==> src/rtl/keypad_autorepeat_scanner_unit_assert.svh <==
// ----------------------------------------------------------------------------
// Keypad auto-repeat scanner assertion macros
// Shared property forms for the scanner's concurrent checks.
// ----------------------------------------------------------------------------
`ifndef KEYPAD_AUTOREPEAT_SCANNER_UNIT_ASSERT_SVH
`define KEYPAD_AUTOREPEAT_SCANNER_UNIT_ASSERT_SVH

// same-cycle implication, clocked on clk, off during reset
`define KAS_ASSERT_NOW(name, ante, cons, msg) \
    name: assert property (@(posedge clk) disable iff (!rst_n) (ante) |-> (cons)) \
        else $error(msg);

// next-cycle implication
`define KAS_ASSERT_NEXT(name, ante, cons, msg) \
    name: assert property (@(posedge clk) disable iff (!rst_n) (ante) |=> (cons)) \
        else $error(msg);

`endif

==> src/rtl/kas_pkg.sv <==
// ----------------------------------------------------------------------------
// Keypad auto-repeat scanner package
// Sizes, codes, transaction payloads and control/status bundles.
// ----------------------------------------------------------------------------
package kas_pkg;

    localparam int NUM_KEYS   = 8;
    localparam int FIFO_DEPTH = 16;
    localparam int LEVEL_BITS = 8;

    localparam int KEY_W  = (NUM_KEYS > 1) ? $clog2(NUM_KEYS) : 1;
    localparam int PTR_W  = $clog2(FIFO_DEPTH);
    localparam int CODE_W = 4;
    localparam int CNT_W  = 4;
    localparam int TIME_W = 32;
    localparam int INTV_W = 31;
    localparam int CFG_IDX_W = 2;

    // transaction modes
    localparam logic [1:0] MODE_SCAN  = 2'd0;
    localparam logic [1:0] MODE_POP   = 2'd1;
    localparam logic [1:0] MODE_FLUSH = 2'd2;

    // register indexes
    localparam logic [CFG_IDX_W-1:0] CFG_SCAN_ENABLE  = 2'd0;
    localparam logic [CFG_IDX_W-1:0] CFG_FIRST_OFFSET = 2'd1;
    localparam logic [CFG_IDX_W-1:0] CFG_REPEAT_INTV  = 2'd2;
    localparam logic [CFG_IDX_W-1:0] CFG_RELEASE_INTV = 2'd3;

    localparam logic [INTV_W-1:0] RST_FIRST_OFFSET = 31'd14400000;
    localparam logic [INTV_W-1:0] RST_REPEAT_INTV  = 31'd4800000;
    localparam logic [INTV_W-1:0] RST_RELEASE_INTV = 31'd2400000;

    typedef struct packed {
        logic [1:0]        mode;
        logic [7:0]        key_levels;
        logic [TIME_W-1:0] time_now;
    } kas_req_t;

    typedef struct packed {
        logic [CODE_W-1:0] key_code;
        logic              any_held;
        logic [CNT_W-1:0]  fifo_count;
    } kas_rsp_t;

    typedef struct packed {
        logic load_item;
        logic scan_step;
        logic finish;
    } kas_cmd_t;

    typedef struct packed {
        logic start_scan;
        logic key_last;
        logic out_busy;
    } kas_sts_t;

    typedef enum logic [1:0] {
        ST_IDLE,
        ST_SCAN,
        ST_FINISH
    } kas_state_t;

endpackage

==> src/rtl/kas_ctrl.sv <==
// ----------------------------------------------------------------------------
// Keypad scanner controller
// Sequences accept, per-key scan steps and result hand-off.
// ----------------------------------------------------------------------------
module kas_ctrl (
    input  logic             clk,
    input  logic             rst_n,
    input  logic             req_valid,
    output logic             req_stall,
    input  kas_pkg::kas_sts_t sts,
    output kas_pkg::kas_cmd_t cmd
);
    import kas_pkg::*;

    kas_state_t state_reg;
    kas_state_t state_next;

    always_ff @(posedge clk or negedge rst_n)
    begin
        if (!rst_n)
        begin
            state_reg <= ST_IDLE;
        end
        else
        begin
            state_reg <= state_next;
        end
    end

    always_comb
    begin
        state_next = state_reg;
        cmd        = '0;
        req_stall  = 1'b1;
        case (state_reg)
            ST_IDLE:
            begin
                req_stall = 1'b0;
                if (req_valid)
                begin
                    cmd.load_item = 1'b1;
                    state_next = sts.start_scan ? ST_SCAN : ST_FINISH;
                end
            end
            ST_SCAN:
            begin
                cmd.scan_step = 1'b1;
                if (sts.key_last)
                begin
                    state_next = ST_FINISH;
                end
            end
            ST_FINISH:
            begin
                // wait for the output register to drain
                if (!sts.out_busy)
                begin
                    cmd.finish = 1'b1;
                    state_next = ST_IDLE;
                end
            end
            default:
            begin
                state_next = ST_IDLE;
            end
        endcase
    end

endmodule

==> src/rtl/kas_datapath.sv <==
// ----------------------------------------------------------------------------
// Keypad scanner datapath
// Config registers, key state, stamps, code ring and result register.
// ----------------------------------------------------------------------------
module kas_datapath (
    input  logic                           clk,
    input  logic                           rst_n,
    input  logic                           cfg_we,
    input  logic [kas_pkg::CFG_IDX_W-1:0]  cfg_index,
    input  logic [kas_pkg::INTV_W-1:0]     cfg_data,
    input  kas_pkg::kas_req_t              req,
    output kas_pkg::kas_rsp_t              rsp,
    output logic                           rsp_valid,
    input  logic                           rsp_stall,
    input  kas_pkg::kas_cmd_t              cmd,
    output kas_pkg::kas_sts_t              sts
);
    import kas_pkg::*;

    // configuration
    logic              scan_enable_reg;
    logic [INTV_W-1:0] first_offset_reg;
    logic [INTV_W-1:0] repeat_intv_reg;
    logic [INTV_W-1:0] release_intv_reg;

    // control state
    logic [NUM_KEYS-1:0] held_reg;
    logic [NUM_KEYS-1:0] held_next;
    logic [PTR_W-1:0]    wp_reg;
    logic [PTR_W-1:0]    wp_next;
    logic [PTR_W-1:0]    rp_reg;
    logic [PTR_W-1:0]    rp_next;
    logic [KEY_W-1:0]    key_idx_reg;
    logic                rsp_valid_reg;

    // payload
    kas_req_t            item_reg;
    kas_rsp_t            rsp_reg;
    logic [TIME_W-1:0]   repeat_stamp [NUM_KEYS];
    logic [TIME_W-1:0]   seen_stamp   [NUM_KEYS];
    logic [CODE_W-1:0]   ring         [FIFO_DEPTH];

    // per-key step
    logic [NUM_KEYS-1:0] level_vec;
    logic                pressed;
    logic                held;
    logic [TIME_W-1:0]   cmp_stamp;
    logic [INTV_W-1:0]   cmp_intv;
    logic [TIME_W-1:0]   diff;
    logic                passed;
    logic                push;
    logic                ring_full;
    logic [PTR_W-1:0]    wp_inc;
    logic [PTR_W-1:0]    rp_inc;
    logic [CODE_W-1:0]   step_code;
    logic                ring_empty;
    logic [CODE_W-1:0]   pop_code;
    logic [PTR_W:0]      count_wide;

    always_ff @(posedge clk or negedge rst_n)
    begin
        if (!rst_n)
        begin
            scan_enable_reg  <= 1'b1;
            first_offset_reg <= RST_FIRST_OFFSET;
            repeat_intv_reg  <= RST_REPEAT_INTV;
            release_intv_reg <= RST_RELEASE_INTV;
        end
        else if (cfg_we)
        begin
            case (cfg_index)
                CFG_SCAN_ENABLE:  scan_enable_reg  <= cfg_data[0];
                CFG_FIRST_OFFSET: first_offset_reg <= cfg_data;
                CFG_REPEAT_INTV:  repeat_intv_reg  <= cfg_data;
                CFG_RELEASE_INTV: release_intv_reg <= cfg_data;
                default: ;
            endcase
        end
    end

    assign level_vec = NUM_KEYS'(item_reg.key_levels);
    assign pressed   = level_vec[key_idx_reg];
    assign held      = held_reg[key_idx_reg];

    // one wrap-safe compare per key: repeat when pressed, release otherwise
    assign cmp_stamp = pressed ? repeat_stamp[key_idx_reg] : seen_stamp[key_idx_reg];
    assign cmp_intv  = pressed ? repeat_intv_reg : release_intv_reg;
    assign diff      = item_reg.time_now - cmp_stamp;
    assign passed    = !diff[TIME_W-1] && (diff[INTV_W-1:0] >= cmp_intv);

    assign push      = cmd.scan_step && pressed && (!held || passed);
    assign wp_inc    = (wp_reg == PTR_W'(FIFO_DEPTH - 1)) ? '0 : wp_reg + 1'b1;
    assign rp_inc    = (rp_reg == PTR_W'(FIFO_DEPTH - 1)) ? '0 : rp_reg + 1'b1;
    assign ring_full = (wp_inc == rp_reg);
    assign ring_empty = (wp_reg == rp_reg);
    assign step_code = CODE_W'(key_idx_reg) + 1'b1;
    assign pop_code  = (item_reg.mode == MODE_POP && !ring_empty) ? ring[rp_reg] : '0;

    always_comb
    begin
        held_next = held_reg;
        wp_next   = wp_reg;
        rp_next   = rp_reg;
        if (cmd.scan_step)
        begin
            if (pressed)
            begin
                held_next[key_idx_reg] = 1'b1;
            end
            else if (held && passed)
            begin
                held_next[key_idx_reg] = 1'b0;
            end
            if (push && !ring_full)
            begin
                wp_next = wp_inc;
            end
        end
        if (cmd.finish)
        begin
            case (item_reg.mode)
                MODE_POP:
                begin
                    if (!ring_empty)
                    begin
                        rp_next = rp_inc;
                    end
                end
                MODE_FLUSH: rp_next = wp_reg;
                default: ;
            endcase
        end
    end

    assign count_wide = (wp_next >= rp_next)
                        ? {1'b0, wp_next} - {1'b0, rp_next}
                        : {1'b0, wp_next} + (PTR_W+1)'(FIFO_DEPTH) - {1'b0, rp_next};

    always_ff @(posedge clk or negedge rst_n)
    begin
        if (!rst_n)
        begin
            held_reg      <= '0;
            wp_reg        <= '0;
            rp_reg        <= '0;
            key_idx_reg   <= '0;
            rsp_valid_reg <= 1'b0;
        end
        else
        begin
            held_reg <= held_next;
            wp_reg   <= wp_next;
            rp_reg   <= rp_next;
            if (cmd.load_item)
            begin
                key_idx_reg <= '0;
            end
            else if (cmd.scan_step)
            begin
                key_idx_reg <= key_idx_reg + 1'b1;
            end
            if (cmd.finish)
            begin
                rsp_valid_reg <= 1'b1;
            end
            else if (!rsp_stall)
            begin
                rsp_valid_reg <= 1'b0;
            end
        end
    end

    always_ff @(posedge clk)
    begin
        if (cmd.load_item)
        begin
            item_reg <= req;
        end
        if (cmd.scan_step)
        begin
            if (pressed)
            begin
                seen_stamp[key_idx_reg] <= item_reg.time_now;
                if (!held)
                begin
                    repeat_stamp[key_idx_reg] <= item_reg.time_now
                                                 + TIME_W'(first_offset_reg);
                end
                else if (passed)
                begin
                    repeat_stamp[key_idx_reg] <= item_reg.time_now;
                end
            end
        end
        if (push && !ring_full)
        begin
            ring[wp_reg] <= step_code;
        end
        if (cmd.finish)
        begin
            rsp_reg.key_code   <= pop_code;
            rsp_reg.any_held   <= |held_reg;
            rsp_reg.fifo_count <= CNT_W'(count_wide);
        end
    end

    assign sts.start_scan = (req.mode == MODE_SCAN) && scan_enable_reg;
    assign sts.key_last   = (key_idx_reg == KEY_W'(NUM_KEYS - 1));
    assign sts.out_busy   = rsp_valid_reg && rsp_stall;

    assign rsp       = rsp_reg;
    assign rsp_valid = rsp_valid_reg;

endmodule

==> src/rtl/keypad_autorepeat_scanner_unit.sv <==
// ----------------------------------------------------------------------------
// Keypad auto-repeat scanner unit
// Key scanner with per-key auto-repeat timing and a ring of key codes.
//
//   channel  direction  handshake               payload
//   req      in         req_valid / req_stall   kas_req_t  (mode, levels, time)
//   rsp      out        rsp_valid / rsp_stall   kas_rsp_t  (code, held, count)
//   cfg      in         cfg_we                  cfg_index, cfg_data
//
// A scan transaction with scanning enabled is accepted, walks the 8 keys one by
// one through the single compare unit, then posts its result. Pop, flush,
// unused-mode and disabled-scan transactions go straight from accept to posting.
// Reset is asynchronous; config comes up at its reset values and the ring
// empty. No clearing pass. A result held by rsp_stall does not block the
// next accept; only the final posting cycle waits for the output register.
// ----------------------------------------------------------------------------
`include "keypad_autorepeat_scanner_unit_assert.svh"

module keypad_autorepeat_scanner_unit (
    input  logic                          clk,
    input  logic                          rst_n,
    input  logic                          cfg_we,
    input  logic [kas_pkg::CFG_IDX_W-1:0] cfg_index,
    input  logic [kas_pkg::INTV_W-1:0]    cfg_data,
    input  logic                          req_valid,
    output logic                          req_stall,
    input  kas_pkg::kas_req_t             req,
    output logic                          rsp_valid,
    input  logic                          rsp_stall,
    output kas_pkg::kas_rsp_t             rsp
);
    import kas_pkg::*;

    kas_cmd_t cmd;
    kas_sts_t sts;

    // controller: accept, walk the keys, post the result
    kas_ctrl u_ctrl (
        .clk       (clk),
        .rst_n     (rst_n),
        .req_valid (req_valid),
        .req_stall (req_stall),
        .sts       (sts),
        .cmd       (cmd)
    );

    // datapath: timing compare, held flags, code ring, result register
    kas_datapath u_dp (
        .clk       (clk),
        .rst_n     (rst_n),
        .cfg_we    (cfg_we),
        .cfg_index (cfg_index),
        .cfg_data  (cfg_data),
        .req       (req),
        .rsp       (rsp),
        .rsp_valid (rsp_valid),
        .rsp_stall (rsp_stall),
        .cmd       (cmd),
        .sts       (sts)
    );

    // a posted code is always zero or a valid key code
    `KAS_ASSERT_NOW(a_code_range, rsp_valid, rsp.key_code <= CODE_W'(NUM_KEYS), "bad key code")

    // a new result only ever comes out of the posting step
    `KAS_ASSERT_NOW(a_rsp_from_finish, $rose(rsp_valid), $past(cmd.finish), "stray result")

    // the block is busy the cycle after taking a transaction
    `KAS_ASSERT_NEXT(a_busy_after_accept, req_valid && !req_stall, req_stall, "double accept")

endmodule

==> config.mk <==
export PLATFORM = sky130hd
export DESIGN_NAME = keypad_autorepeat_scanner_unit
export DESIGN_NICKNAME = d
export VERILOG_FILES = /design/src/rtl/kas_pkg.sv /design/src/rtl/kas_ctrl.sv /design/src/rtl/kas_datapath.sv /design/src/rtl/keypad_autorepeat_scanner_unit.sv
export VERILOG_INCLUDE_DIRS = /design/src /design/src/rtl
export SDC_FILE = /design/constraint.sdc
export NUM_CORES = 1
export LEC_CHECK = 0
export ABC_AREA = 1
export BUFFER_PORTS_ARGS = -buffer_cell sky130_fd_sc_hd__buf_2
export CORE_MARGIN = 2
export CORE_UTILIZATION = 39
export CTS_BUF_LIST = sky130_fd_sc_hd__clkbuf_2
export CTS_CLUSTER_SIZE = 10
export DETAILED_ROUTE_END_ITERATION = 7
export GPL_ROUTABILITY_DRIVEN = 0
export PLACE_DENSITY_LB_ADDON = 0.15
export SYNTH_ARGS = -nofsm -noshare
export SYNTH_HDL_FRONTEND = slang
export SYNTH_SLANG_ARGS = --single-unit
==> constraint.sdc <==
create_clock -name clk -period 7.1 [get_ports clk]
set_input_delay 0 -clock clk [delete_from_list [all_inputs] [get_ports clk]]
set_output_delay 0 -clock clk [all_outputs]
set_load 0.02 [all_outputs]
Yosys cells after proc, flatten, opt, wreduce, memory -nomap -nowiden
Memories as Yosys holds them, arrays and structs flattened. A register that Yosys moved wholly into a read port is not among the register bits.
Cells that the tools add are included.
{"block": "totals", "register_bits": 163, "ram_bits": 576, "out_inout_bits": 11, "word_cells": 126, "memories": 3}
{"block": "op_classes", "add_sub_neg": 9, "n_lt_le_gt_ge": 4, "n_eq_ne": 16, "muxes": 48, "bitwise": 4, "n_reduce_logical": 27}
{"memory": "u_dp.repeat_stamp", "depth": 8, "width": 32, "rd": 1, "rd_ports_with_merged_regs": 0, "wr": 1, "line": "kas_datapath.sv:39", "text": "logic [TIME_W-1:0] repeat_stamp [NUM_KEYS];"}
{"memory": "u_dp.seen_stamp", "depth": 8, "width": 32, "rd": 1, "rd_ports_with_merged_regs": 0, "wr": 1, "line": "kas_datapath.sv:40", "text": "logic [TIME_W-1:0] seen_stamp [NUM_KEYS];"}
{"memory": "u_dp.ring", "depth": 16, "width": 4, "rd": 1, "rd_ports_with_merged_regs": 1, "wr": 1, "line": "kas_datapath.sv:41", "text": "logic [CODE_W-1:0] ring [FIFO_DEPTH];"}
{"cell": "two-way mux 32 bit", "n": 2}
{"cell": "adder 32 x 31 -> 32 bit", "n": 1}
{"cell": "subtractor 32 bit", "n": 1}
{"cell": "greater-or-equal comparator 31 bit", "n": 1}
{"cell": "two-way mux 31 bit", "n": 1}
{"cell": "two-way mux 4 bit", "n": 7}
{"cell": "two-way mux 1 bit", "n": 25}
{"cell": "two-way mux 8 bit", "n": 2}
{"cell": "adder 4 x 1 -> 4 bit, second input constant", "n": 3}
{"cell": "AND reduction 2 bit", "n": 5}
{"cell": "logical AND 1 bit", "n": 9}
{"cell": "AND 8 bit", "n": 1}
{"cell": "equality test 2 bit, second input constant", "n": 4}
{"cell": "equality test 4 bit", "n": 2}
{"cell": "equality test 4 bit, second input constant", "n": 2}
{"cell": "two-way mux 2 bit", "n": 4}
{"cell": "NOT 8 bit", "n": 1}
{"cell": "OR 8 bit", "n": 1}
{"cell": "one-hot mux 4 bit (2 select lines)", "n": 1}
{"cell": "OR reduction 8 bit", "n": 1}
{"cell": "subtractor 4 bit", "n": 2}
{"cell": "binary-select mux 1 bit (select 3 bit)", "n": 2}
{"cell": "equality test 2 x 1 -> 1 bit, second input constant", "n": 3}
{"cell": "logical NOT 2 bit", "n": 3}
{"cell": "16 further kinds", "n": 24}

Logic depth before layout (Yosys ltp)
Gate-level depths: netlist of run 1.
{"block": "logic_depth", "word_depth": 14, "ltp_mapped": 46}

Cells and area by module
Synthesis of run 1 repeated with hierarchy kept, for this count alone.
{"block": "hier_totals", "cells_unflattened": 2666, "area_unflattened_um2": 32477.4}
{"module": "kas_datapath", "n_inst": 1, "cells_each": 2643, "area_per_inst_um2": 32342.3, "seq_area_each_um2": 21715.8}
{"module": "kas_ctrl", "n_inst": 1, "cells_each": 23, "area_per_inst_um2": 135.1, "seq_area_each_um2": 50.0}

Least setup slack after synthesis of run 1
Ideal clock, no wire load.
{"block": "synth_path", "path_type": "flip-flop to flip-flop", "start": "register u_dp.key_idx_reg[0]", "end": "memory u_dp.repeat_stamp[0][0] (enable)", "setup_time_ps": 421, "arrival_time_ps": 6123, "t_required_ps": 6679, "setup_slack_ps": 556, "path_stages_with_launch": 28, "synth_period_minus_slack_ps": 6544, "cell_sequence": "dfrtp_1 > buf_4 > buf_6 > nand3_1 > inv_2 > buf_1 > buf_1 > nand2_1 > nand4_1 > mux2i_1 > ha_1 > nand2_1 > nor2_1 > nand4_1 > o21ai_0 > a21boi_0 > o21ai_0 > a21oi_1 > xnor2_1 > ha_1 > nand4_1 > nor4_1 > nand2_1 > nand3_1 > nand3_2 > nand2_1 > inv_1 > nor2_1"}
{"block": "synth_between", "elab_chain_cells": 12, "word_cells_on_any_way": 22, "classes_between": "1 x add/sub; 1 x order compare; 15 x mux; 1 x bitwise; 2 x reduce/logical; 2 x memory"}
{"element": "start, declared", "line": "kas_datapath.sv:33", "text": "logic [KEY_W-1:0] key_idx_reg;"}
{"element": "start signal, assigned", "line": "kas_datapath.sv:160", "text": "key_idx_reg <= key_idx_reg + 1'b1;"}
{"element": "binary-select mux 1 bit (select 3 bit)", "line": "kas_datapath.sv:82", "text": "assign pressed = level_vec[key_idx_reg];"}
{"element": "two-way mux 1 bit (not written as such)", "line": "kas_datapath.sv:82"}
{"element": "two-way mux 32 bit", "line": "kas_datapath.sv:86", "text": "assign cmp_stamp = pressed ? repeat_stamp[key_idx_reg] : seen_stamp[key_idx_reg];"}
{"element": "subtractor 32 bit", "line": "kas_datapath.sv:88", "text": "assign diff = item_reg.time_now - cmp_stamp;"}
{"element": "greater-or-equal comparator 31 bit / logical NOT 1 bit (equally long branches)", "line": "kas_datapath.sv:89", "text": "assign passed = !diff[TIME_W-1] && (diff[INTV_W-1:0] >= cmp_intv);"}
{"element": "logical AND 1 bit", "line": "kas_datapath.sv:89"}
{"element": "two-way mux 1 bit", "line": "kas_datapath.sv:189", "text": "else if (passed)"}
{"element": "two-way mux 1 bit", "line": "kas_datapath.sv:184", "text": "if (!held)"}
{"element": "two-way mux 1 bit", "line": "kas_datapath.sv:181", "text": "if (pressed)"}
{"element": "two-way mux 1 bit", "line": "kas_datapath.sv:179", "text": "if (cmd.scan_step)"}
{"element": "two-way mux 1 bit (not written as such)", "line": "kas_datapath.sv:191", "text": "repeat_stamp[key_idx_reg] <= item_reg.time_now;"}
{"element": "OR 1 bit (no line)"}
{"element": "end, declared", "line": "kas_datapath.sv:39"}
Several ways; a longest one is shown, not always the timed one. The select of a mux whose other input is x is not followed.

Worst setup path after layout of run 1
{"block": "layout_path", "start": "register u_dp.key_idx_reg[0]", "end": "register u_dp.rsp_reg, in the netlist u_dp.rsp[3], data pin"}
{"block": "layout_between", "elab_chain_cells": 14, "word_cells_on_any_way": 24, "classes_between": "4 x add/sub; 2 x order compare; 9 x mux; 7 x reduce/logical; 2 x memory"}
{"element": "binary-select mux 1 bit (select 3 bit)", "line": "kas_datapath.sv:82"}
{"element": "two-way mux 1 bit (not written as such)", "line": "kas_datapath.sv:82"}
{"element": "two-way mux 32 bit", "line": "kas_datapath.sv:86"}
{"element": "subtractor 32 bit", "line": "kas_datapath.sv:88"}
{"element": "greater-or-equal comparator 31 bit / logical NOT 1 bit (equally long branches)", "line": "kas_datapath.sv:89"}
{"element": "logical AND 1 bit", "line": "kas_datapath.sv:89"}
{"element": "logical OR 1 bit", "line": "kas_datapath.sv:91", "text": "assign push = cmd.scan_step && pressed && (!held || passed);"}
{"element": "logical AND 1 bit (*)", "line": "kas_datapath.sv:91"}
{"element": "logical AND 1 bit (*)", "line": "kas_datapath.sv:114", "text": "if (push && !ring_full)"}
{"element": "two-way mux 4 bit (*)", "line": "kas_datapath.sv:114"}
{"element": "two-way mux 4 bit (*)", "line": "kas_datapath.sv:104", "text": "if (cmd.scan_step)"}
{"element": "net u_dp.wp_next[2]", "line": "kas_datapath.sv:30", "text": "logic [PTR_W-1:0] wp_next;"}
{"element": "adder 4 x 1 -> 4 bit", "line": "kas_datapath.sv:137", "text": ": {1'b0, wp_next} + (PTR_W+1)'(FIFO_DEPTH) - {1'b0, rp_next};"}
{"element": "subtractor 4 bit", "line": "kas_datapath.sv:137"}
{"element": "two-way mux 4 bit (*)", "line": "kas_datapath.sv:136", "text": "? {1'b0, wp_next} - {1'b0, rp_next}"}
{"element": "net u_dp.count_wide[3]", "line": "kas_datapath.sv:58", "text": "logic [PTR_W:0] count_wide;"}
{"element": "end, declared", "line": "kas_datapath.sv:38", "text": "kas_rsp_t rsp_reg;"}
The timed path passes the listed nets; every way through them passes the cells marked *. The select of a mux whose other input is x is not followed.
A chain may end at the register's enable or synchronous reset.

==> results.cfg, run 1 <==
[worst_setup_path]
worstSetupEndpointType = register
worstPathMaxFanout = 13
required_ns = 8.26
critPathSlowestCell = dfrtp_2
startpoint_type = register
rr_startpoint = u_dp.key_idx_reg[0]
worst_path_largest_cell_delay_ns = 0.43
crit_top_cell = nand2_1
arrival_ns = 7.79
criticalPathCategory = reg -> reg
worstSetupStartpoint = u_dp.key_idx_reg[0]

[job]
maxCapViolations = 0

[sta]
slew_headroom_pct = 22.5
worstMarginPinSlew_ns = 1.15
fin_crit_sh_pct = 93.4
slew_violations = 0
tns_ns = 0
fmax_ghz = 0.151
fin_skew_ns = 0.134
hold_viol_final = 0
setup_viol = 0
fin_crit_ns = 6.63
rsz0062_at_grt = true

[synth]
synth_top_area_cell = edfxtp_1
syn_avg_cell_area_sq_um = 12.1
synth-edff-count = 627
synth_cells = 2687
syn-num-nets = 2876
synth_area_sq_um = 32600
synth_area_leaders = edfxtp_1, dfrtp_1, nand2_1
synthFlopType = edfxtp_1
ys_ff_latch = 743
synth_top_area_share_pct = 57.8
async_flop_share_pct = 15.6
synth_cell_types = 48
yosys_warnings = 0
synth_sequential_area_ratio_pct = 66.8

[detailed_routing]
drt_wl_total_microns = 100000
drc = 0
wl_per_cell_microns = 22.5
dr_total_vias = 23831
ant_nets = 0
drt-vias-per-instance = 5.34
dr.pass1.iters = 6
first_iter_violations = 1887

[final_layout]
fin_util_pct = 47.7
final_cells = 4464
drive_above_1_share_pct = 17.6
nets = 3419
top_regs = u_dp.repeat_stamp (256), u_dp.seen_stamp (256), u_dp.ring (64)
area_growth_pct = 21.7
fillers = 7442

[clock_tree]
cts_made_buffers = 189
h-tree-depth = 4
cts_sinks = 743
cts_max_path_buffers = 3
cts_root_buffer = clkbuf_2
cts_tree = built
clk_pin_slew_worst_paths_ns = 0.11
clk-insertion-delay-late_ns = 1.46

[worst_hold_path]
hp-class = in -> async

[grt]
overflow = 0
grt_pass1_wl_microns = 150000
use_met1_pct = 29.2
gr-usage-all-layers_pct = 23.4
grt_util_met2_pct = 40.8
antenna_found_initial = 3
use_met3_pct = 4.24
grt_pass1_vias = 24189
grt.busiest_layer = met2
grt_max_degree = 75

[floorplan]
die_h_microns = 293
start_util_pct = 39.2
die_w_microns = 293
core_sq_um = 83200
fp.dieArea_sq_um = 85900
rows = 106
pin_count = 91

[outcome]
status = finished, final reports clean

[pwr]
ir_drop_mv = 0.191
cellPowerDensity_nw_per_um2 = 376
p_leak_nw = 15.3

[placed_design]
place_inst = 3863
port_buffers = 90
hpwl_microns = 65500
==> routing by layer <==
layer	up-vias	wire, microns
met5	-	0
met4	0	2970
met3	169	5370
met2	826	50700
met1	11771	41300
li1	11065	-
==> power by group <==
part | switching [mW] | leakage [nW] | internal (mW)
registers | 0.276 | 7.10 | 5.39
logic | 4.08 | 6.89 | 2.18
clock network | 1.80 | 1.34 | 1.21
==> timing repair <==
action | 4_1_cts | 5_1_grt
gates resized for setup | 3 | 33
hold buffers | 252 | 0
pin swaps | 0 | 5
setup endpoints to repair | 18 | 193
endpoints found under the hold margin | 317 | 0
gates cloned | 0 | 0
buffers inserted | 0 | 4
==> cells in the mapped netlist, types with 9 or more instances <==
cell	n
edfxtp_1	627
nand2_1	562
o21ai_0	215
inv_1	169
nor2_1	137
a21oi_1	106
ha_1	106
dfrtp_1	88
clkbuf_1	82
nand4_1	76
a22oi_1	62
a221oi_1	60
a22o_1	58
nand3_1	52
mux2i_1	46
xor2_1	33
xnor2_1	31
dfstp_2	28
o22ai_1	13
a31oi_1	12
nor4_1	12
nor3_1	11
o21ai_1	11
o211ai_1	9
==> cell usage in the layout (no fill, tap or decap), drive strengths merged, types with 76 or more instances in the layout <==
cell and n:
buf 206, ha 106, dfrtp 88, inv 181
o21ai 226, nand4 76, nor2 138, a21oi 106
dlygate4sd3 249, clkbuf 274, edfxtp 627, nand2 565
==> worst paths after layout <==
kind	slack [ns]	depth (start not counted)	endpoint
setup / recovery	0.47	40	u_dp.rsp[3]
hold / removal	0.20	5	u_dp.wp_reg[2]
setup reg to reg	0.47	40	u_dp.rsp[3]
hold reg to reg	0.50	2	u_dp.repeat_intv_reg[4]
max in group asynchronous	5.67	6	u_dp.first_offset_reg[10]
min in group clk	0.35	7	u_dp.repeat_intv_reg[13]
==> per-stage QoR <==
step                      worst slack (ns)  hold slack, ns  power, mW  area (sq um)
after floorplan                      0.556          -0.296       9.43         32600
after global placement             -0.0873          0.0446       11.7         35100
after detailed placement            -0.150          0.0565       11.8         35100
after CTS                           0.0718          0.0166       15.0         39500
after global routing               -0.0329           0.115       15.9         39700
final                                0.471           0.204       14.9         39700
==> final cells by class <==
type / instances / area, sq um / area share [%]
antenna: 5 / 12.5 / 0.0315
clock buffer: 274 / 1370 / 3.46
clock inverter: 66 / 433 / 1.09
inverter: 177 / 674 / 1.70
multi-input combinational: 1664 / 9950 / 25.1
sequential: 743 / 21800 / 54.9
tap: 1080 / 1350 / 3.41
timing repair buffer: 455 / 4110 / 10.4
==> worst max-delay path: cells and delay by family (launching register included) <==
| kind | cells | cell delay [ns] |
|---|---|---|
| and+or+nand+nor | 22 | 2.49 |
| adders and majority gates | 3 | 1.06 |
| AOI/OAI and AO/OA | 8 | 1.29 |
| DFF | 1 | 0.43 |
| xor gates and xnor gates | 1 | 0.18 |
| muxes | 1 | 0.29 |
| buffers and inverters | 5 | 0.64 |
==> logic make-up (layout without fill, tap and decap cells) <==
kind of cell	after synthesis	in the layout	synth area share [%]
multiplexers	46	46	1.41
AND/OR/NAND/NOR	866	866	11.2
other	0	5	0
XOR/XNOR	64	64	1.72
adder cells (fa/ha/maj)	109	109	4.25
flip-flops	743	743	66.8
buffers and inverters	280	972	3.42
AO/OA/AOI/OAI	579	579	11.2
Power figures use the tool's default switching activity.
==> run 2: changes to the inputs <==
REMOVE_ABC_BUFFERS = 1   (was unset)
==> run 2 against run 1 <==
Combinational power decreased by 3.7%. Routed wire length increased by 1.9%. Fmax about the same. Total power decreased by 1.5%. Largest cell class unchanged. Count of clock-buffer cells in the layout decreased by 7.
==> results.cfg, run 2 (synthesis results as in run 1) <==
[outcome]
status = finished, final reports clean

[detailed_routing]
ant_nets = 0
drt_wl_total_microns = 102000
dr.pass1.iters = 5
wl_per_cell_microns = 23.0
drc = 0
first_iter_violations = 1970
drt-vias-per-instance = 5.38
dr_total_vias = 23953

[sta]
setup_viol = 0
slew_headroom_pct = 20.4
fmax_ghz = 0.151
hold_slack_ns = 0.193
fin_ws_ns = 0.477
hold_viol_final = 0
fin_skew_ns = 0.129
worstMarginPinSlew_ns = 1.19
fin_crit_sh_pct = 93.3
fin_crit_ns = 6.62
slew_violations = 0
tns_ns = 0

[worst_setup_path]
required_ns = 8.13
critPathSlowestCell = dfrtp_1
arrival_ns = 7.65
worst_path_largest_cell_delay_ns = 0.41
worstPathMaxFanout = 34
startpoint_type = register
worstSetupEndpointType = register
crit_top_cell = buf_4
criticalPathCategory = reg -> reg

[pwr]
ir_drop_mv = 0.180
internal_power_mw = 8.74
combPwrFrac_pct = 41.0
p_switching_mw = 5.96
pwr-share-seq_pct = 38.6
pwr-share-clk_pct = 20.4
p_leak_nw = 15.3
power_mw = 14.7
cellPowerDensity_nw_per_um2 = 372
sw_frac_of_total_pct = 40.6

[floorplan]
rows = 106
pin_count = 91
die_h_microns = 293
die_w_microns = 293
fp.dieArea_sq_um = 85900
start_util_pct = 39.2
core_sq_um = 83200

[job]
maxCapViolations = 0

[grt]
gr-usage-all-layers_pct = 23.6
grt_pass1_wl_microns = 150000
antenna_found_initial = 1
grt_max_degree = 70
overflow = 0
grt_pass1_vias = 24139

[clock_tree]
clk-insertion-delay-late_ns = 1.47
h-tree-depth = 4
cts_sinks = 743
cts_root_buffer = clkbuf_2
cts_max_path_buffers = 3
clk_pin_slew_worst_paths_ns = 0.13
cts_made_buffers = 193
cts_tree = built

[final_layout]
finalInstanceArea_sq_um = 39600
fin_util_pct = 47.6
final_cells = 4449
area_growth_pct = 21.5
drive_above_1_share_pct = 17.5
top_regs = u_dp.repeat_stamp (256), u_dp.seen_stamp (256), u_dp.ring (64)
final_cell_mix = edfxtp_1, nand2_1, clkbuf_2, dlygate4sd3_1, o21ai_0
nets = 3419
mostFrequentLayoutCell = edfxtp_1

[placed_design]
port_buffers = 90
preCtsSetupSlack_ns = 0.0583
place_area_sq_um = 35000
place_inst = 3854
hpwl_microns = 64700

[worst_hold_path]
hp-class = in -> async
run 2: cell count changes in the layout (fill, tap and decap cells not counted), moves of 3 or more:
cell / before / now
nand2_2: 2 / 7
nand2_1: 562 / 557
clkinv_2: 8 / 5
diode_2: 5 / 1
buf_12: 19 / 15
a21oi_1: 105 / 102
a21oi_2: 1 / 4
nor4_2: 3 / 0
clkbuf_2: 274 / 267
buf_6: 2 / 5
run 2: layout make-up:
class,instances,area (sq um)
Antenna cell,1,2.50
Timing Repair Buffer,450,4040
Clock buffer,267,1340
Clock inverter,66,428
Sequential cell,743,21800
Tap cell,1080,1350
Inverter,177,679
Fill cell,7566,43600
Timing Repair inverter,1,5.00
Multi-Input combinational cell,1664,9970
run 2: critical path: cells and delay by family (launching register included):
family / cells / cell delay (ns)
AOI/OAI and AO/OA: 8 / 1.70
and+or+nand+nor: 11 / 1.32
buffers and inverters: 9 / 1.63
xor gates and xnor gates: 1 / 0.15
DFF: 1 / 0.41
adders and majority gates: 3 / 0.97
run 2: worst paths after layout:
check | start | slack [ns] | to | depth (start not counted)
worst min-delay path | rst_n | 0.19 | u_dp.first_offset_reg[1] | 5
worst max-delay path | u_dp.key_idx_reg[0] | 0.48 | u_dp.repeat_stamp[5][28] | 32
min in group clk | req_valid | 0.27 | u_dp.item_reg[40] | 5
max in group asynchronous | rst_n | 5.66 | u_dp.release_intv_reg[2] | 6
worst min register to register | u_dp.scan_enable_reg | 0.49 | u_dp.scan_enable_reg | 2
worst max register to register | u_dp.key_idx_reg[0] | 0.48 | u_dp.repeat_stamp[5][28] | 32
run 2: power groups by stage:
stage / Sequential, mW / Clock, mW / Combinational (mW)
6_report: 5.68 / 3.00 / 6.03
3_5_place_dp: 5.77 / 0 / 5.75
2_1_floorplan: 5.69 / 0 / 3.68
3_3_place_gp: 5.76 / 0 / 5.68
5_1_grt: 5.70 / 3.31 / 6.70
4_1_cts: 5.68 / 3.11 / 5.90
run 2: what timing repair did:
action | in CTS | in global routing
endpoints found under the setup margin | 3 | 529
gates resized for setup | 1 | 47
setup buffers | 0 | 9
gates cloned | 0 | 3
endpoints found under the hold margin | 317 | 0
hold buffers | 249 | 0
pin swaps | 0 | 8
run 2: per-layer routing:
layer	wire length [microns]	up-vias	GRT usage, %
met5	0	-	0
met4	3920	0	10.3
met3	6050	194	3.82
met2	49800	851	40.0
met1	42400	11858	29.9
li1	-	11050	-
